<file path="config.mk">
export PLATFORM = sky130hd
export DESIGN_NAME = stepper_angle_position_sequencer
export DESIGN_NICKNAME = d
export VERILOG_FILES = /design/src/saps_pkg.sv /design/src/stepper_angle_position_sequencer.sv
export SDC_FILE = /design/constraint.sdc
export NUM_CORES = 2
export LEC_CHECK = 0
export ABC_AREA = 1
export BUFFER_PORTS_ARGS = -buffer_cell sky130_fd_sc_hd__buf_4
export CORE_ASPECT_RATIO = 0.9
export CORE_MARGIN = 4
export CORE_UTILIZATION = 35
export DETAILED_ROUTE_END_ITERATION = 10
export PLACE_DENSITY_LB_ADDON = 0.3
export SKIP_LAST_GASP = 1
export SLEW_MARGIN = 30
export SYNTH_ARGS = -nofsm -noshare
export SYNTH_HDL_FRONTEND = slang
export SYNTH_SLANG_ARGS = --single-unit
</file>
<file path="constraint.sdc">
create_clock -name clk -period 7.36 [get_ports clk]
set_input_delay 1.84 -clock clk [delete_from_list [all_inputs] [get_ports clk]]
set_output_delay 1.84 -clock clk [all_outputs]
set_load 0.02 [all_outputs]
</file>
<file path="src/saps_pkg.sv">
package saps_pkg;

    localparam int SAPS_POSITION_BITS   = 24;
    localparam int SAPS_HALF_STEPS_TURN = 4096;

    localparam int SAPS_ANGLE_BITS = 17;
    localparam int SAPS_GEAR_BITS  = 16;
    localparam int SAPS_ADDR_BITS  = 4;
    localparam int SAPS_DATA_BITS  = 32;

    // centidegrees per revolution times the Q8.8 scale
    localparam int SAPS_ANGLE_DIVISOR = 256 * 36000;
    // step target is (angle * gear + SAPS_ROUND_BIAS) / SAPS_STEP_DIVISOR
    localparam int SAPS_STEP_DIVISOR  = SAPS_ANGLE_DIVISOR / SAPS_HALF_STEPS_TURN;
    localparam int SAPS_ROUND_BIAS    = SAPS_STEP_DIVISOR / 2;
    // reciprocal of the step divisor, exact for dividends below 2^32
    localparam int     SAPS_RECIP_SHIFT = 44;
    localparam longint SAPS_RECIP       = ((longint'(1) << SAPS_RECIP_SHIFT)
                                           + longint'(SAPS_STEP_DIVISOR) - 1)
                                          / longint'(SAPS_STEP_DIVISOR);
    localparam int     SAPS_RECIP_BITS  = $clog2(SAPS_RECIP + 1);
    localparam int     SAPS_MIN_DELTA   = 10;

    localparam logic [SAPS_ANGLE_BITS-1:0] SAPS_ANGLE_LOW_RST  = 17'sd0;
    localparam logic [SAPS_ANGLE_BITS-1:0] SAPS_ANGLE_HIGH_RST = 17'sd36000;
    localparam logic [SAPS_GEAR_BITS-1:0]  SAPS_GEAR_RST       = 16'd256;

    localparam logic [1:0] OP_TICK   = 2'd0;
    localparam logic [1:0] OP_TARGET = 2'd1;
    localparam logic [1:0] OP_HOME   = 2'd2;

    localparam logic [1:0] MODE_IDLE = 2'd0;
    localparam logic [1:0] MODE_MOVE = 2'd1;
    localparam logic [1:0] MODE_HOME = 2'd2;

    localparam logic [1:0] REG_ANGLE_LOW  = 2'd0;
    localparam logic [1:0] REG_ANGLE_HIGH = 2'd1;
    localparam logic [1:0] REG_GEAR_RATIO = 2'd2;

    function automatic logic [3:0] phase_coils(input logic [2:0] phase);
        logic [3:0] pattern;
        unique case (phase)
            3'd0: pattern = 4'h1;
            3'd1: pattern = 4'h3;
            3'd2: pattern = 4'h2;
            3'd3: pattern = 4'h6;
            3'd4: pattern = 4'h4;
            3'd5: pattern = 4'hC;
            3'd6: pattern = 4'h8;
            3'd7: pattern = 4'h9;
        endcase
        return pattern;
    endfunction

endpackage

</file>
<file path="src/stepper_angle_position_sequencer.sv">
// result: registered, valid in the cycle after the item transfer
// throughput: one item per cycle for ticks, homing and ignored targets while each result is taken
// a target that moves blocks new items while the step target is scaled in CV_MUL,
// CV_RECIP and CV_APPLY (gear product, reciprocal multiply, saturation and sign)
// reset: async active low, configuration registers to reset values, mode idle, no result pending
module stepper_angle_position_sequencer
    import saps_pkg::*;
#(
    parameter int POSITION_BITS = SAPS_POSITION_BITS
)
(
    input  logic                              clk,
    input  logic                              rst_n,

    input  logic                              psel,
    input  logic                              penable,
    input  logic                              pwrite,
    input  logic [SAPS_ADDR_BITS-1:0]         paddr,
    input  logic [SAPS_DATA_BITS-1:0]         pwdata,
    output logic [SAPS_DATA_BITS-1:0]         prdata,
    output logic                              pready,

    input  logic                              item_valid,
    output logic                              item_ready,
    input  logic [1:0]                        operation,
    input  logic signed [SAPS_ANGLE_BITS-1:0] angle_cmd,
    input  logic                              limit_active,

    output logic                              result_valid,
    input  logic                              result_ready,
    output logic [3:0]                        coils,
    output logic                              busy_res,
    output logic                              homing,
    output logic signed [POSITION_BITS-1:0]   position
);

    localparam int AW = SAPS_ANGLE_BITS;
    localparam int QW = POSITION_BITS - 1;
    localparam int PW = AW + SAPS_GEAR_BITS;
    // rounded product stays below 2^32 for any 17-bit angle and 16-bit gear
    localparam int SW = 32;
    localparam int MW = SW + SAPS_RECIP_BITS;
    localparam int FW = MW - SAPS_RECIP_SHIFT;
    localparam longint POS_MAX = (longint'(1) << QW) - 1;

    localparam logic [1:0] CV_IDLE  = 2'd0;
    localparam logic [1:0] CV_MUL   = 2'd1;
    localparam logic [1:0] CV_RECIP = 2'd2;
    localparam logic [1:0] CV_APPLY = 2'd3;

    // configuration
    logic signed [AW-1:0]         angle_low_reg;
    logic signed [AW-1:0]         angle_high_reg;
    logic [SAPS_GEAR_BITS-1:0]    gear_ratio_reg;
    logic                         cfg_write;

    // motor state
    logic signed [POSITION_BITS-1:0] step_position_reg, step_position_next;
    logic signed [POSITION_BITS-1:0] step_target_reg, step_target_next;
    logic signed [AW-1:0]            last_angle_reg, last_angle_next;
    logic                            last_valid_reg, last_valid_next;
    logic [2:0]                      phase_reg, phase_next;
    logic [1:0]                      mode_reg, mode_next;

    // result register
    logic                            result_valid_reg;
    logic [3:0]                      coils_reg, coils_next;
    logic                            busy_reg;
    logic                            homing_reg;
    logic signed [POSITION_BITS-1:0] position_reg;

    // target scaling unit
    logic [1:0]      cv_state_reg, cv_state_next;
    logic [AW-1:0]   mag_reg, mag_next;
    logic            neg_reg, neg_next;
    logic [SW-1:0]   sum_reg;
    logic [FW-1:0]   quo_reg;

    logic                 accept;
    logic                 start_cv;
    logic                 cv_done;
    logic signed [AW-1:0] clamped;
    logic signed [AW:0]   delta;
    logic [AW:0]          delta_abs;
    logic                 take_target;
    logic [PW-1:0]        prod;
    logic [MW-1:0]        recip_prod;
    logic                 quo_sat;
    logic [POSITION_BITS-1:0] target_mag;
    logic [2:0]           phase_up;
    logic [2:0]           phase_dn;

    assign pready    = 1'b1;
    assign cfg_write = psel & penable & pwrite & pready;

    always_comb
    begin
        unique case (paddr[3:2])
            REG_ANGLE_LOW:  prdata = SAPS_DATA_BITS'(angle_low_reg);
            REG_ANGLE_HIGH: prdata = SAPS_DATA_BITS'(angle_high_reg);
            REG_GEAR_RATIO: prdata = SAPS_DATA_BITS'(gear_ratio_reg);
            default:        prdata = '0;
        endcase
    end

    always_ff @(posedge clk or negedge rst_n)
    begin
        if (!rst_n)
        begin
            angle_low_reg  <= SAPS_ANGLE_LOW_RST;
            angle_high_reg <= SAPS_ANGLE_HIGH_RST;
            gear_ratio_reg <= SAPS_GEAR_RST;
        end
        else if (cfg_write)
        begin
            unique case (paddr[3:2])
                REG_ANGLE_LOW:  angle_low_reg  <= pwdata[AW-1:0];
                REG_ANGLE_HIGH: angle_high_reg <= pwdata[AW-1:0];
                REG_GEAR_RATIO: gear_ratio_reg <= pwdata[SAPS_GEAR_BITS-1:0];
                default:        ;
            endcase
        end
    end

    assign item_ready = (cv_state_reg == CV_IDLE) && (!result_valid_reg || result_ready);
    assign accept     = item_valid && item_ready;

    // clamp and minimum-change filter for a new target
    always_comb
    begin
        priority if (angle_cmd < angle_low_reg)
            clamped = angle_low_reg;
        else if (angle_cmd > angle_high_reg)
            clamped = angle_high_reg;
        else
            clamped = angle_cmd;
    end

    assign delta       = {clamped[AW-1], clamped} - {last_angle_reg[AW-1], last_angle_reg};
    assign delta_abs   = delta[AW] ? (AW+1)'(-delta) : delta;
    assign take_target = !(last_valid_reg && (delta_abs < (AW+1)'(SAPS_MIN_DELTA)));

    assign phase_up = phase_reg + 3'd1;
    assign phase_dn = phase_reg - 3'd1;

    // scaling datapath: round half away from zero of |angle| * gear / divisor,
    // the division done by a reciprocal multiply
    assign prod       = PW'(mag_reg) * PW'(gear_ratio_reg);
    assign recip_prod = MW'(sum_reg) * MW'(SAPS_RECIP);
    assign quo_sat    = longint'(quo_reg) > POS_MAX;
    assign target_mag = quo_sat ? POSITION_BITS'(POS_MAX) : POSITION_BITS'(quo_reg);
    assign cv_done    = (cv_state_reg == CV_APPLY);

    always_comb
    begin
        step_position_next = step_position_reg;
        step_target_next   = step_target_reg;
        last_angle_next    = last_angle_reg;
        last_valid_next    = last_valid_reg;
        phase_next         = phase_reg;
        mode_next          = mode_reg;
        coils_next         = 4'h0;
        start_cv           = 1'b0;
        mag_next           = mag_reg;
        neg_next           = neg_reg;

        if (accept)
        begin
            unique case (operation)
                OP_TICK:
                begin
                    if (mode_reg == MODE_MOVE)
                    begin
                        priority if (step_position_reg == step_target_reg)
                            mode_next = MODE_IDLE;
                        else if (step_target_reg > step_position_reg)
                        begin
                            step_position_next = step_position_reg + 1'b1;
                            phase_next         = phase_up;
                            coils_next         = phase_coils(phase_up);
                        end
                        else
                        begin
                            step_position_next = step_position_reg - 1'b1;
                            phase_next         = phase_dn;
                            coils_next         = phase_coils(phase_dn);
                        end
                    end
                    else if (mode_reg == MODE_HOME)
                    begin
                        if (limit_active)
                        begin
                            step_position_next = step_position_reg - 1'b1;
                            phase_next         = phase_dn;
                            coils_next         = phase_coils(phase_dn);
                        end
                        else
                        begin
                            step_position_next = '0;
                            step_target_next   = '0;
                            last_angle_next    = '0;
                            last_valid_next    = 1'b1;
                            mode_next          = MODE_IDLE;
                        end
                    end
                end
                OP_TARGET:
                begin
                    if (mode_reg != MODE_HOME && take_target)
                    begin
                        last_angle_next = clamped;
                        last_valid_next = 1'b1;
                        mode_next       = MODE_MOVE;
                        start_cv        = 1'b1;
                        neg_next        = clamped[AW-1];
                        mag_next        = clamped[AW-1] ? AW'(-{clamped[AW-1], clamped})
                                                        : clamped;
                    end
                end
                OP_HOME:
                    mode_next = MODE_HOME;
                default:
                    ;
            endcase
        end
        else if (cv_done)
        begin
            step_target_next = neg_reg ? -target_mag : target_mag;
        end
    end

    always_comb
    begin
        cv_state_next = cv_state_reg;
        unique case (cv_state_reg)
            CV_IDLE:  if (start_cv) cv_state_next = CV_MUL;
            CV_MUL:   cv_state_next = CV_RECIP;
            CV_RECIP: cv_state_next = CV_APPLY;
            CV_APPLY: cv_state_next = CV_IDLE;
        endcase
    end

    always_ff @(posedge clk or negedge rst_n)
    begin
        if (!rst_n)
        begin
            step_position_reg <= '0;
            step_target_reg   <= '0;
            last_angle_reg    <= '0;
            last_valid_reg    <= 1'b0;
            phase_reg         <= 3'd0;
            mode_reg          <= MODE_IDLE;
            cv_state_reg      <= CV_IDLE;
            result_valid_reg  <= 1'b0;
        end
        else
        begin
            step_position_reg <= step_position_next;
            step_target_reg   <= step_target_next;
            last_angle_reg    <= last_angle_next;
            last_valid_reg    <= last_valid_next;
            phase_reg         <= phase_next;
            mode_reg          <= mode_next;
            cv_state_reg      <= cv_state_next;
            if (accept)
                result_valid_reg <= 1'b1;
            else if (result_ready)
                result_valid_reg <= 1'b0;
        end
    end

    // result payload
    always_ff @(posedge clk)
    begin
        if (accept)
        begin
            coils_reg    <= coils_next;
            busy_reg     <= (mode_next != MODE_IDLE);
            homing_reg   <= (mode_next == MODE_HOME);
            position_reg <= step_position_next;
        end
    end

    always_ff @(posedge clk)
    begin
        mag_reg <= mag_next;
        neg_reg <= neg_next;
        if (cv_state_reg == CV_MUL)
            sum_reg <= SW'(prod) + SW'(SAPS_ROUND_BIAS);
        if (cv_state_reg == CV_RECIP)
            quo_reg <= recip_prod[MW-1:SAPS_RECIP_SHIFT];
    end

    assign result_valid = result_valid_reg;
    assign coils        = coils_reg;
    assign busy_res     = busy_reg;
    assign homing       = homing_reg;
    assign position     = position_reg;

endmodule

</file>
==> After elaboration in Yosys (flattened, before gate mapping) <==
Memory sizes are Yosys's and may differ from the RTL's.
Cells that the tools add are included.
{ "op_classes": {"n_lt_le_gt_ge": 4, "muxes": 53, "n_mul": 2, "eq_ne": 22, "n_bitwise": 2, "n_reduce_logical": 23, "addsub": 9} }
{ "ops": {"columns": ["op", "count"], "rows": [
  ["24-bit two-way mux", 14],
  ["17-bit two-way mux", 6],
  ["32-bit one-hot mux with 3 select lines", 1],
  ["32-bit by 32-bit multiplier with 64-bit output, second input constant", 1],
  ["17-bit one-hot mux with 2 select lines", 1],
  ["32-bit by 11-bit adder with 32-bit output, second input constant", 1],
  ["17-bit by 16-bit multiplier with 32-bit output", 1],
  ["24-bit by 1-bit adder with 24-bit output, second input constant", 1],
  ["24-bit == test", 1],
  ["24-bit > comparator", 1],
  ["21-bit negation with 24-bit output", 1],
  ["24-bit by 1-bit subtractor with 24-bit output, second input constant", 1],
  ["4-bit two-way mux", 5],
  ["18-bit by 4-bit less-than comparator with 1-bit output, second input constant", 1],
  ["18-bit two-way mux", 1],
  ["2-bit != test, second input constant", 9],
  ["18-bit negation", 1],
  ["17-bit by 17-bit subtractor with 18-bit output", 1],
  ["17-bit > comparator", 1],
  ["17-bit less-than comparator", 1],
  ["17-bit negation", 1],
  ["16-bit two-way mux", 1],
  ["3-bit two-way mux", 5],
  ["2-bit two-way mux", 7],
  ["19 further kinds", 51]
]} }
{ "word_totals": {"output_inout_bits": 65, "wordCells": 138, "in_bits": 63, "rom_bits": 96, "mem_count": 3, "regBits": 225} }
{ "memory_table": {"columns": ["memory", "words", "word_bits", "rd", "rd_ports_with_merged_regs", "wr", "line_no", "rtl"], "rows": [
  ["(name not given)", 8, 4, 1, 0, 0, "saps_pkg.sv:42", "unique case (phase)"],
  ["(name not given)", 8, 4, 1, 0, 0, "saps_pkg.sv:42", null],
  ["(name not given)", 8, 4, 1, 0, 0, "saps_pkg.sv:42", null]
]} }

==> Logic depth before layout (Yosys ltp) <==
{ "logic_depth": {"word_depth": 15, "ltp_mapped": 42, "depth_no_buf": 39} }

==> Worst setup path after synthesis <==
Ideal clock, no wire load.
{ "synth_timing": {"path_type": "input-to-reg", "startpoint": "input angle_cmd[16]", "endpoint": "register mag_reg[0], enable pin", "path_slack_ps": 1056, "arrival_time_ps": 5931, "required_time_ps": 6987, "path_stages": 32, "path_cell_list": "ha_1 -> a21oi_1 -> o21ai_0 -> nor2_1 -> nand3_2 -> xnor2_2 -> nand2_4 -> buf_6 -> nand2_1 -> nand2_1 -> a21oi_2 -> ha_1 -> inv_1 -> fa_1 -> inv_1 -> ha_1 -> inv_1 -> a21oi_1 -> nand3_1 -> nor2_1 -> nand3_1 -> nor2_1 -> nand4_1 -> nand2_2 -> nand2_1 -> nand2_1 -> nor2_1 -> nand2_1 -> nor2_2 -> nand3_2 -> nand4_1 -> inv_1"} }
{ "synth_between": {"elab_chain_cells": 11, "word_cells_on_any_way": 12, "classes_between": "add/sub: 2; order compare: 3; mux: 3; reduce/logical: 4"} }
{ "synth_rtl": {"columns": ["element", "line_no", "rtl"], "rows": [
  ["from (decl)", "stepper_angle_position_sequencer.sv:26", "input logic signed [SAPS_ANGLE_BITS-1:0] angle_cmd,"],
  ["17-bit > comparator", "stepper_angle_position_sequencer.sv:133", "else if (angle_cmd > angle_high_reg)"],
  ["17-bit two-way mux", "stepper_angle_position_sequencer.sv:133", null],
  ["17-bit two-way mux *", "stepper_angle_position_sequencer.sv:131", "priority if (angle_cmd < angle_low_reg)"],
  ["17-bit by 17-bit subtractor with 18-bit output *", "stepper_angle_position_sequencer.sv:139", "assign delta = {clamped[AW-1], clamped} - {last_angle_reg[AW-1], last_angle_reg};"],
  ["18-bit negation", "stepper_angle_position_sequencer.sv:140", "assign delta_abs = delta[AW] ? (AW+1)'(-delta) : delta;"],
  ["18-bit two-way mux *", "stepper_angle_position_sequencer.sv:140", null],
  ["18-bit by 4-bit less-than comparator with 1-bit output *", "stepper_angle_position_sequencer.sv:141", "assign take_target = !(last_valid_reg && (delta_abs < (AW+1)'(SAPS_MIN_DELTA)));"],
  ["1-bit logical AND *", "stepper_angle_position_sequencer.sv:141", null],
  ["1-bit logical NOT *", "stepper_angle_position_sequencer.sv:141", null],
  ["1-bit logical AND *", "stepper_angle_position_sequencer.sv:209", "if (mode_reg != MODE_HOME && take_target)"],
  ["3-bit AND reduction (no source line) *", null, null],
  ["to (signal assigned)", "stepper_angle_position_sequencer.sv:286", "mag_reg <= mag_next;"],
  ["to (decl)", "stepper_angle_position_sequencer.sv:74", "logic [AW-1:0] mag_reg, mag_next;"]
]} }
Mark *: on every way between the ends. The rest lies on a longest branch, timed or not.
A chain may end at the register's enable or synchronous reset.

==> Worst setup path in the final report <==
{ "layout_timing": {"startpoint": "register sum_reg[2]", "endpoint": "register quo_reg[16], data pin"} }
{ "layout_between": {"elab_chain_cells": 1} }
{ "layout_rtl": {"columns": ["element", "line_no", "rtl"], "rows": [
  ["from (decl)", "stepper_angle_position_sequencer.sv:76", "logic [SW-1:0] sum_reg;"],
  ["from (signal assigned)", "stepper_angle_position_sequencer.sv:289", "sum_reg <= SW'(prod) + SW'(SAPS_ROUND_BIAS);"],
  ["32-bit by 32-bit multiplier with 64-bit output", "stepper_angle_position_sequencer.sv:149", "assign recip_prod = MW'(sum_reg) * MW'(SAPS_RECIP);"],
  ["via recip_prod[60]", "stepper_angle_position_sequencer.sv:87", "logic [MW-1:0] recip_prod;"],
  ["to (signal assigned)", "stepper_angle_position_sequencer.sv:291", "quo_reg <= recip_prod[MW-1:SAPS_RECIP_SHIFT];"],
  ["to (decl)", "stepper_angle_position_sequencer.sv:77", "logic [FW-1:0] quo_reg;"]
]} }
The timed path passes the listed nets, and every way through them passes these cells.

==> flow_metrics.tcl <==
set metrics [dict create \
    vias 30600 \
    dieArea_um2 119000 \
    required_ns 7.64 \
    ys_async_sr_fraction 0.551 \
    critPathLaunchType "flop" \
    ioPinCount 128 \
    yosysTopAreaCell "fa_1" \
    dr_wl_met3_um 5630 \
    ys_seq_area_frac 0.155 \
    fin_hold_ws_ns 0.470 \
    path_clk_slew_ns 0.06 \
    insertion_delay_ns 0.56 \
    grt_pass1_vias 31800 \
    cts_setup_buffers 0 \
    grt_max_degree 64 \
    chipHeight_um 327 \
    ys_ff_latch 225 \
    reg2reg_slack_ns 0.30 \
    drv_cap 0 \
    grt_setup_unrepaired "no" \
    clockBufferDepth 3 \
    min_to "last_angle_reg[2]" \
    end_kind "flop" \
    yosys_warnings 0 \
    yosys-top-cells-area "fa_1 27%, ha_1 20%, inv_1 11%" \
    worstPathMaxFanout 5 \
    min_from "last_angle_reg[2]" \
    final_antenna_net_count 0 \
    drc 0 \
    hold_path_depth 2 \
    clock-root-buffer "clkbuf_16" \
    ff2ff_path_depth 22 \
    worstPathCellList "fa_1 > inv_1 > fa_1 > fa_1 > inv_1 > fa_1 > inv_1 > fa_1 > fa_1 > inv_1 > fa_1 > inv_1 > fa_1 > inv_1 > ha_1 > a21oi_1 > o21ai_0 > o21bai_1 > a221oi_1 > nand3_1 > a31oi_1 > xnor2_1" \
    dp_hpwl_um 87900 \
    relSlewSlack 0.407 \
    cts_hold_buffers 0 \
    fmax_mhz 142 \
    tns_ns 0 \
    coreArea_um2 112000 \
    drt_iter0_drc 1791 \
    finalSetupViolCount 0 \
    cp_slowest_cell "fa_1" \
    start_util 0.354 \
    tightestPinTransition_ns 0.890 \
    min_period_ns 7.06 \
    holdCritPathClass "reg -> reg" \
    synth.distinct_cells 66 \
    finalWorstSetupSlack_ns 0.297 \
    rows 116 \
    htree_levels 1 \
    wire_per_inst_um 16.6 \
    path_class "reg -> reg" \
    status "completed" \
    clock_sinks 225 \
    avgSynthCellArea_um2 8.35 \
    viasPerCell 4.84 \
    n_fill_cell 11500 \
    synth_edf_count 101 \
    wl_met1_um 50200 \
    r2r-start "sum_reg[2]" \
    fp.dieW_um 363 \
    route.met2.wl_um 47600 \
    highest_layer "met4" \
    grt_pass1_wl_um 171000 \
    globalplace.congestion 0.915 \
    port-buffer-count 109 \
    report.final.hold_viol_count 0 \
    area_growth_pct 9.10 \
    drv_slew 0 \
    cts_tree "done" \
    grt_usage 0.179 \
    post-route-util 0.386 \
    fin_crit_sh 0.960 \
    r2r_end "quo_reg[16]" \
    worst_clock_skew_ns 0.0236 \
    syn_inst 4739 \
    synth_nets 5959 \
    layout-drive-gt1-share 0.0639 \
    cts-buffers-inserted 25 \
    cp_data_arrival_time_ns 7.34 \
    crit_top_cell "fa_1" \
    diodes 0 \
    grt.overflow.total 0 \
    drtPass1Iterations 5 \
    antenna_found_initial 0 \
    largest_reg_flops 32 \
    synth.cell_area_um2 39600 \
    ys.flop_type "dfrtp_1" \
    cts_resized 0 \
    final_net_count 6052 \
    synth_top_cell_area_share 0.269 \
    wl_um 105000 \
    cpPeakStageDelay_ns 0.60 \
    pre_cts_ws_ns 0.400 \
]
## synthesized netlist by cell type (18+ instances only)
cell,number
inv_1,1176
nand2_1,874
buf_4,18
xnor2_1,28
o211ai_1,18
nand4_1,55
ha_1,625
o22ai_1,26
nand3_1,126
fa_1,532
edfxtp_1,101
o21ai_0,183
nor2_1,227
xor2_1,88
nor3_1,29
a21oi_1,200
dfrtp_1,118
clkbuf_1,102
## kinds of logic (layout without fill, tap and decap cells)
| kind of cell | count (synthesis) | after routing | share of synthesized area |
|---|---|---|---|
| AND/OR/NAND/NOR | 1374 | 1374 | 0.145 |
| buffers and inverters | 1326 | 1438 | 0.129 |
| adder cells (fa/ha/maj) | 1157 | 1157 | 0.467 |
| AO/OA/AOI/OAI | 538 | 538 | 0.0780 |
| other | 1 | 1 | 0.0000947 |
| flip-flops | 225 | 225 | 0.155 |
| XOR/XNOR | 118 | 118 | 0.0265 |
## placed cells by master (no fill, tap or decap), types with 13 or more instances in the layout
| master | netlist | layout |
|---|---|---|
| clkbuf_16 | 0 | 26 |
| fa_1 | 532 | 532 |
| nand3_1 | 126 | 126 |
| a22oi_1 | 13 | 13 |
| nor3_1 | 29 | 29 |
| o211ai_1 | 18 | 18 |
| ha_1 | 625 | 624 |
| o22ai_1 | 26 | 25 |
| dfrtp_1 | 118 | 118 |
| a21oi_1 | 200 | 200 |
| edfxtp_1 | 101 | 101 |
| nand2_1 | 874 | 871 |
| buf_4 | 18 | 203 |
| nor4_1 | 13 | 13 |
| o21ai_0 | 183 | 183 |
| xnor2_1 | 28 | 28 |
| inv_1 | 1176 | 1175 |
| xor2_1 | 88 | 88 |
| nor2_1 | 227 | 226 |
| o221ai_1 | 16 | 16 |
| nand4_1 | 55 | 55 |
## worst max-delay path by stage
| stage | from | end | cells past startpoint |
|---|---|---|---|
| 2_1_floorplan | angle_cmd[16] | mag_reg[0] | 32 |
| 3_3_place_gp | angle_cmd[16] | mag_reg[15] | 32 |
| 3_5_place_dp | angle_cmd[16] | mag_reg[15] | 34 |
| 4_1_cts | sum_reg[2] | quo_reg[16] | 23 |
| 5_1_grt | sum_reg[2] | quo_reg[16] | 23 |
| 6_report | sum_reg[2] | quo_reg[16] | 22 |
## layer usage
metal	track usage	vias to the layer above
met5	0	-
met4	0.0267	0
met3	0.0249	108
met2	0.291	663
met1	0.261	15000
li1	-	14900
## critical path, delay by kind of cell, from the launching register on
family                   cells  cell delay (ns)
adder cells (fa/ha/maj)      9             4.22
AO/OA/AOI/OAI                5             1.23
flip-flops                   1             0.59
buffers and inverters        6             0.31
AND/OR/NAND/NOR              1             0.28
XOR/XNOR                     1             0.12
## metrics by stage
| stage | std cells | cell area (um^2) |
|---|---|---|
| after floorplan | 4739 | 39600 |
| after global placement | 6280 | 42400 |
| after detailed placement | 6280 | 42400 |
| after CTS | 6326 | 43200 |
| after global routing | 6326 | 43200 |
| final | 6326 | 43200 |
## cell type report
cell class                 instances  area [um^2]  share of cell area
multi-input combinational       3188        28400               0.657
sequential                       225         6140               0.142
inverter                        1185         4450               0.103
tap                             1475         1850              0.0427
timing repair buffer             207         1600              0.0369
clock buffer                      33          707              0.0164
clock inverter                    13         91.3             0.00211
Power is not shown: default switching activity piles up to over one toggle a cycle in this logic, so the estimate is an artifact.
